<file path="config.mk">
export PLATFORM = sky130hd
export DESIGN_NAME = rvig_ratio
export DESIGN_NICKNAME = d
export VERILOG_FILES = /design/src/rtl/rvig_pkg.sv /design/src/rtl/rvig_ratio.sv
export SDC_FILE = /design/constraint.sdc
export NUM_CORES = 2
export LEC_CHECK = 0
export BUFFER_PORTS_ARGS = -buffer_cell sky130_fd_sc_hd__buf_2
export CORE_AREA = 2 2 571 573
export DETAILED_ROUTE_END_ITERATION = 6
export DIE_AREA = 0 0 573 575
export HOLD_SLACK_MARGIN = 0.06
export PLACE_DENSITY = 0.61
export RECOVER_POWER = 100
export SLEW_MARGIN = 30
export SYNTH_ARGS = -nofsm -noshare
export SYNTH_HDL_FRONTEND = slang
export SYNTH_MEMORY_MAX_BITS = 65536
export SYNTH_SLANG_ARGS = --single-unit
</file>
<file path="constraint.sdc">
create_clock -name i_clk -period 15.9 [get_ports i_clk]
set_input_delay 0 -clock i_clk [delete_from_list [all_inputs] [get_ports i_clk]]
set_output_delay 0 -clock i_clk [all_outputs]
set_load 0.02 [all_outputs]
</file>
<file path="src/rtl/rvig_pkg.sv">
// shared types and constants for the radial vignette pixel block
package rvig_pkg;

    localparam int RVIG_MAX_DIM = 4096;

    // field widths
    localparam int COORD_W = 12;
    localparam int DIM_W   = 13;
    localparam int CH_W    = 8;
    localparam int STR_W   = 8;

    // apb port
    localparam int ADDR_W = 4;
    localparam int DATA_W = 32;

    typedef enum logic [1:0] {
        REG_FRAME_WIDTH  = 2'd0,
        REG_FRAME_HEIGHT = 2'd1,
        REG_STRENGTH     = 2'd2
    } t_reg_idx;

    localparam logic [DIM_W-1:0] FRAME_WIDTH_RST  = 13'd1920;
    localparam logic [DIM_W-1:0] FRAME_HEIGHT_RST = 13'd1080;
    localparam logic [STR_W-1:0] STRENGTH_RST     = 8'd0;

    // distance and ratio datapath
    localparam int SQ_W       = 2 * DIM_W;
    localparam int D2_W       = SQ_W + 1;
    localparam int Q_W        = 32;
    localparam int ROOT_W     = 16;
    localparam int SREM_W     = ROOT_W + 1;
    localparam int RATIO_W    = ROOT_W + 1;
    localparam int DIV_STEPS  = Q_W;
    localparam int SQRT_STEPS = Q_W / 2;
    localparam logic [RATIO_W-1:0] RATIO_ONE = 17'h10000;

    // drop = floor(ratio * strength / 100) via reciprocal, exact for prod < 2^24
    localparam int PROD_W      = 24;
    localparam int RECIP_W     = 25;
    localparam int RECIP_SHIFT = 31;
    localparam logic [RECIP_W-1:0] RECIP_100 = 25'd21474837;
    localparam int DROP_W      = 18;
    localparam int MASK_W      = RATIO_W;

    typedef struct packed {
        logic [CH_W-1:0] blue;
        logic [CH_W-1:0] green;
        logic [CH_W-1:0] red;
    } t_pix;

    typedef struct packed {
        logic zero;
        logic one;
        t_pix pix;
    } t_tag;

endpackage

</file>
<file path="src/rtl/rvig_ratio.sv">
// pipelined floor(sqrt(d2/m2) * 2^16): restoring divide then digit-by-digit square root
module rvig_ratio (
    input  logic                          i_clk,
    input  logic                          i_rst_n,
    input  logic                          i_en,
    input  logic                          i_vld,
    input  logic [rvig_pkg::D2_W-1:0]     i_d2,
    input  logic [rvig_pkg::D2_W-1:0]     i_m2,
    input  rvig_pkg::t_pix                i_pix,
    output logic                          o_vld,
    output logic [rvig_pkg::RATIO_W-1:0]  o_ratio,
    output rvig_pkg::t_pix                o_pix
);

    localparam int D2_W   = rvig_pkg::D2_W;
    localparam int Q_W    = rvig_pkg::Q_W;
    localparam int ROOT_W = rvig_pkg::ROOT_W;
    localparam int SREM_W = rvig_pkg::SREM_W;
    localparam int NDIV   = rvig_pkg::DIV_STEPS;
    localparam int NSQRT  = rvig_pkg::SQRT_STEPS;
    localparam int LAST   = NDIV + NSQRT;

    logic                r_vld  [0:LAST];
    rvig_pkg::t_tag      r_tag  [0:LAST];
    logic [D2_W-1:0]     r_drem [0:NDIV];
    logic [Q_W-1:0]      r_quo  [0:NDIV];
    logic [SREM_W-1:0]   r_srem [1:NSQRT];
    logic [ROOT_W-1:0]   r_root [1:NSQRT];
    logic [Q_W-1:0]      r_sq   [1:NSQRT];

    logic                          r_out_vld;
    logic [rvig_pkg::RATIO_W-1:0]  r_ratio;
    rvig_pkg::t_pix                r_out_pix;

    always_ff @(posedge i_clk) begin
        if (!i_rst_n) begin
            for (int s = 0; s <= LAST; s++) begin
                r_vld[s] <= 1'b0;
            end
            r_out_vld <= 1'b0;
        end else if (i_en) begin
            r_vld[0] <= i_vld;
            for (int s = 1; s <= LAST; s++) begin
                r_vld[s] <= r_vld[s-1];
            end
            r_out_vld <= r_vld[LAST];
        end
    end

    // the user must keep m2 fixed while items are in flight (not enforced here), so every stage reads it directly
    always_ff @(posedge i_clk) begin
        if (i_en) begin
            r_tag[0].zero <= (i_m2 == '0);
            r_tag[0].one  <= (i_d2 >= i_m2);
            r_tag[0].pix  <= i_pix;
            for (int s = 1; s <= LAST; s++) begin
                r_tag[s] <= r_tag[s-1];
            end
            r_drem[0] <= i_d2;
            r_quo[0]  <= '0;
        end
    end

    // one quotient bit per stage; remainder stays below m2 when d2 < m2
    for (genvar k = 1; k <= NDIV; k++) begin : g_div
        logic [D2_W:0] sh;
        logic          ge;

        assign sh = {r_drem[k-1], 1'b0};
        assign ge = (sh >= {1'b0, i_m2});

        always_ff @(posedge i_clk) begin
            if (i_en) begin
                r_drem[k] <= ge ? D2_W'(sh - {1'b0, i_m2}) : sh[D2_W-1:0];
                r_quo[k]  <= {r_quo[k-1][Q_W-2:0], ge};
            end
        end
    end

    // one root bit per stage, two radicand bits consumed each time
    for (genvar k = 1; k <= NSQRT; k++) begin : g_sqrt
        logic [SREM_W-1:0] rem_prev;
        logic [ROOT_W-1:0] root_prev;
        logic [Q_W-1:0]    sq_prev;
        logic [SREM_W+1:0] cur;
        logic [SREM_W:0]   trial;
        logic              ge;

        if (k == 1) begin : g_first
            assign rem_prev  = '0;
            assign root_prev = '0;
            assign sq_prev   = r_quo[NDIV];
        end else begin : g_next
            assign rem_prev  = r_srem[k-1];
            assign root_prev = r_root[k-1];
            assign sq_prev   = r_sq[k-1];
        end

        assign cur   = {rem_prev, sq_prev[Q_W-1 -: 2]};
        assign trial = {root_prev, 2'b01};
        assign ge    = (cur >= {1'b0, trial});

        always_ff @(posedge i_clk) begin
            if (i_en) begin
                r_srem[k] <= ge ? SREM_W'(cur - {1'b0, trial}) : cur[SREM_W-1:0];
                r_root[k] <= {root_prev[ROOT_W-2:0], ge};
                r_sq[k]   <= {sq_prev[Q_W-3:0], 2'b00};
            end
        end
    end

    always_ff @(posedge i_clk) begin
        if (i_en) begin
            if (r_tag[LAST].zero) begin
                r_ratio <= '0;
            end else if (r_tag[LAST].one) begin
                r_ratio <= rvig_pkg::RATIO_ONE;
            end else begin
                r_ratio <= {1'b0, r_root[NSQRT]};
            end
            r_out_pix <= r_tag[LAST].pix;
        end
    end

    assign o_vld   = r_out_vld;
    assign o_ratio = r_ratio;
    assign o_pix   = r_out_pix;

endmodule

</file>
=== Word-level counts from Yosys, hierarchy flattened ===
Memory sizes are Yosys's and may differ from the RTL's. A register that Yosys moved wholly into a read port is not among the register bits.
Index checks and enable logic that the tools add are counted.

* Register bits: 41
* Memory bits (writable): 4278
* Input port bits: 82
* Output and inout bits: 42
* Memories: 7

* Add/subtract/negate cells: 48
* Order comparisons: 49
* Multiplexer cells: 103
* Bitwise gates (word level): 49
* Reduce and logical (&&, ||, !) cells: 3

{| class="wikitable"
|+ Memory list
! name !! depth !! bits a word !! rd ports !! clocked after Yosys merged registers in !! wr ports !! line !! text
|-
| r_tag || 49 || 26 || 49 || 0 || 49 || rvig_ratio.sv:24 || <nowiki>rvig_pkg::t_tag r_tag [0:LAST];</nowiki>
|-
| r_quo || 33 || 32 || 33 || 0 || 33 || rvig_ratio.sv:26 || <nowiki>logic [Q_W-1:0] r_quo [0:NDIV];</nowiki>
|-
| r_drem || 33 || 27 || 32 || 0 || 33 || rvig_ratio.sv:25 || <nowiki>logic [D2_W-1:0] r_drem [0:NDIV];</nowiki>
|-
| r_sq || 16 || 30 || 15 || 0 || 16 || rvig_ratio.sv:29 || <nowiki>logic [Q_W-1:0] r_sq [1:NSQRT];</nowiki>
|-
| r_srem || 16 || 17 || 15 || 0 || 16 || rvig_ratio.sv:27 || <nowiki>logic [SREM_W-1:0] r_srem [1:NSQRT];</nowiki>
|-
| r_root || 16 || 16 || 16 || 0 || 16 || rvig_ratio.sv:28 || <nowiki>logic [ROOT_W-1:0] r_root [1:NSQRT];</nowiki>
|-
| +1 memories || n/a || n/a || n/a || n/a || n/a || n/a ||
|}

{| class="wikitable"
|+ Operators with widths
! cell !! count
|-
| 28-bit by 27-bit >= comparator with 1-bit output || 32
|-
| 27-bit 2-to-1 mux || 32
|-
| 27-bit subtractor || 32
|-
| 17-bit 2-to-1 mux || 17
|-
| 19-bit by 18-bit >= comparator with 1-bit output || 15
|-
| 17-bit subtractor || 15
|-
| 1-bit 2-to-1 mux || 54
|-
| 1-bit bitwise OR || 49
|-
| 27-bit >= comparator || 1
|-
| 27-bit zero test || 1
|-
| 2-bit by 1-bit subtractor with 3-bit output, second input constant || 1
|-
| 2-bit by 1-bit >= comparator with 1-bit output, second input constant || 1
|-
| 2-bit OR reduction || 1
|-
| 1-bit zero test || 1
|}

=== Longest topological paths before layout ===
* Word-level depth: 4
* Gate-level depth with buffers: 16
* Depth with buffers taken out: 13

=== Least setup slack after synthesis ===
Ideal clock, no wire load.

* Path kind: input to register
* Start point: input port i_m2[0] (netlist name)
* End point: memory r_drem[0][815] (netlist name) (data pin)
* Arrival time: 5.829 ns
* Required time: 15.640 ns
* Path slack: 9.812 ns
* Stages on the path: 14
* Cell sequence: buf_2 > inv_1 > clkbuf_1 > fa_1 > a21oi_1 > o22ai_1 > o41ai_1 > o31ai_1 > a21boi_0 > a21oi_1 > o211a_1 > a2bb2oi_2 > buf_2 > mux2_2

{| class="wikitable"
|+ RTL lines
! what !! line !! text
|-
| start: declaration || rvig_ratio.sv:8 || <nowiki>input logic [rvig_pkg::D2_W-1:0] i_m2,</nowiki>
|-
| end: declaration || rvig_ratio.sv:25 ||
|}

==> impl_results.md <==
* Design area at ~180,000 um^2
* Die Area at 329,000 um^2
* Rows at 209
* Final Critical Period at 9340 ps
* Final Hold Vio Count at 0
* Crit path required time at 16,510 ps
* Netlist cell types at 103
* Register Area at just over 100,000 um^2
* CTS resizes at 0
* Remaining antenna violation count at 0
* CP Launch Point: i_en
* Crit path buffers/inverters at 8
* Final Cycle Share at 58.7%
* Post-Syn Nets at 13.0k
* Fmax achieved at about 110 MHz
* # IOs at 124
* Vias in the first global route at 93.7k
* Most common cell after layout, fill and taps aside: edfxtp_1
* Max-cap violations at 41
* Flop-to-flop setup slack at 10,000 ps
* Worst hold-check path type: primary input to register
* Clk_lat worst skew at 950 ps
* Post-route setup TNS at 0 ps
* Mapped Area at between 150,000 and 200,000 um^2
* Drt pass-1 iters at 5
* Initial antenna violation count at 5
* CTS hold repair buffers at 117
* Largest area contributor in the netlist: edfxtp_1
* Synth Register Bits at about 3.4k
* Top post-synthesis cells by area: edfxtp_1 62%, ha_1 8.1%, mux2_2 3.6%
* Commonest non-fill, non-tap cells in the layout: 3,336 x edfxtp_1, 1,042 x ha_1, 860 x a21oi_1
* Die Y at 575 um
* Worst-path fanout max at 151
* Via count at 94.9k
* Port bufs at 123
* Clock sinks at 3,370
* Setup-failing EPs final at 0
* CTS tree: yes
* Post-place instance area at 167,000 um^2
* Family with the most delay on the worst path: buffers and inverters
* Slew headroom at -164%
* Status: complete, but fails checks
* Largest net degree at the start of global routing at 197
* Dominant synthesized flop cell: edfxtp_1
* Reg-to-reg endpoint: r_drem[0][437]$_DFFE_PP_
* Fin nets at 13.5k
* Drt drc at 0
* Initial drt markers at 6,959
* Synthesized netlist cell count at 11.8k
* Fillers at between 20k and 30k
* Pleak at approximately 68 nW
* Worst R2R Start: r_drem[0][405]$_SDFFCE_PN0P_
* Gr ovfl total at 0
* Cell at the slowest stage of the critical path: clkbuf_1
* Clock transition at path regs at roughly 60 ps
* Final Wtd Congestion at 0.892
* Post-synthesis sequential area ratio at 62.7%
* CP Launch Type: primary input
* DRT Wirelength at 329,000 um
* Post-Place Cells at about 16k
* Ys Warns at 0
* First-pass GRT wire length at 514,000 um
* RSZ-0062 raised after global routing: false
* Setup CP Type: primary input to register
* Worst-margin pin slew at 3960 ps
* Failing checks: max-capacitance violations, max-slew violations
* Core ar. at 323,000 um^2
* Crit path cell chain: dlygate4sd3_1 > dlygate4sd3_1 > clkbuf_1 > buf_12 > clkbuf_1 > clkbuf_1 > buf_4 > buf_12
* Synthesized area per cell at 13.6 um^2
* Gr usage total at 19.4%
* Fraction of registers with async set/reset at 0%
* Max VDD drop at 0.108 mV
* CTS root buf: clkbuf_16
* Clock Path Buffers at 4
* Yosys top cell area share at between 60 and 70%
* Layout Cells excl Fill at between 15k and 20k
* Worst R2R Path Depth at 12
* Power Dens Cells at between 150 and 200 nW/um^2
* WL/cell at 19.4 um
* Crit path depth at 8
* Cell mode on critical path: clkbuf_1
* Share of layout cells above drive strength 1 at a little under a tenth
* Syn-to-layout area delta at 11.6%
* Die X at ~570 um
* CP endpoint: r_root[3][28]$_DFFE_PP_
* Number of H-tree levels at 5
* Post-synth EDFFs at 3,336
* Post-DP HPWL at 217,000 um
* Arr. time, crit path at 9950 ps
* Critical Path Max Stage Delay at 2810 ps
* Slew Limit Fails at 1,803
* TritonCTS Buffers at between 300 and 400
* Setup Buffers After CTS at 0
* Clk_skew at between 60 and 70 ps
* Initial core utilization at 49.8%
* Via-per-instance ratio at between 5 and 6
* Post-layout util at 55.6%
* Area of the multi-input gates at 57,500 um^2
* CP endpoint kind: register
[routing by layer]
| metal | track usage (%) | vias to the layer above | part of all wire (%) |
|---|---|---|---|
| met2 | 31.2 | 2135 | 46 |
| met3 | 2.72 | 616 | 4.6 |
| met1 | 27.0 | 46005 | 46 |
| met4 | 7.16 | 0 | 3.5 |
| li1 | - | 46115 | - |
| met5 | 0 | - | 0 |
[through the flow]
| step | power [W] | setup WS [ps] | hold WS (ps) |
|---|---|---|---|
| finish | 0.0342 | 6560 | 141 |
| global route | 0.0364 | 5460 | 132 |
| CTS | 0.0345 | 11110 | 72.1 |
| detailed placement | 0.0260 | 10720 | 178 |
| global placement | 0.0258 | 10730 | 176 |
| floorplan | 0.0229 | 9810 | 98.9 |
[final cells by class]
class                           count  area share (%)
Antenna cell                       11          0.0153
Clock buffer                      432            5.24
Tap cell                         4325            3.01
Multi-Input combinational cell   7778            32.0
Inverter                          453           0.949
Timing Repair Buffer              355            1.42
Clock inverter                    222            1.19
Sequential cell                  3370            56.2
[how the worst min path moves through the flow]
stage,start,endpoint,slack (ps),cells after the start
CTS,i_d2[26],r_tag[0][24]$_DFFE_PP_,70,5
detailed placement,i_pix[17],r_tag[0][17]$_DFFE_PP_,180,1
global placement,i_pix[17],r_tag[0][17]$_DFFE_PP_,180,1
floorplan,i_d2[0],r_drem[0][0]$_DFFE_PP_,100,0
finish,i_m2[14],r_drem[0][689]$_DFFE_PP_,140,5
global route,i_m2[14],r_drem[0][689]$_DFFE_PP_,130,5
[flip-flops by register name, indices dropped and copies added, names as in the netlist, 24 cells and up]
signal,flops
r_vld,49
r_quo,528
r_srem,237
r_root,136
r_tag,1274
r_drem,864
o_pix,24
r_sq,240
[kinds of logic after synthesis]
group	synth area share, %
other	0.00233
flip-flops	62.7
AO/OA/AOI/OAI	11.1
buffers and inverters	1.58
AND/OR/NAND/NOR	7.27
adder cells (fa/ha/maj)	8.49
multiplexers	4.16
XOR/XNOR	4.79
[worst register-to-register path, stage by stage (launching register included)]
cell,delay (ps)
edfxtp_1,440
fa_1,440
a21oi_1,210
o21ai_0,170
a2111oi_0,770
nor3_1,260
o21ai_0,250
nand4b_1,220
a21oi_1,210
o31ai_1,80
a41oi_1,1290
clkbuf_1,810
mux2_2,430
[cell usage after synthesis (19+ instances only)]
library cell     n
a21oi_1        858
nor3_1         160
xor2_1         307
a221oi_1        19
nor2b_1        153
a21o_1         460
and3_1          74
o21bai_1       120
mux2_2         518
nor4_1          46
inv_1          450
ha_1          1042
o21a_1         140
xnor2_1        573
or3_1           54
o211ai_1        46
o31ai_1         77
and4_1          27
nand2b_1       121
fa_1            31
nand3b_1        24
and2_1          81
a31oi_1        108
nand3_1        195
or2_2           40
clkbuf_1       157
nand4_1        122
dfxtp_1         34
nand2_1        608
edfxtp_1      3336
buf_2           27
a21boi_0        38
a211o_1         21
mux2i_1         56
o21ai_0        615
nor2_1         644
a211oi_1        66
[report_power, final]
group / total (W) / switching, W / internal, W
sequential: 0.0134 / 0.00105 / 0.0123
combinational: 0.0126 / 0.00685 / 0.00577
clock: 0.00819 / 0.00343 / 0.00476
Note: power is estimated with default switching activity, not from simulation.
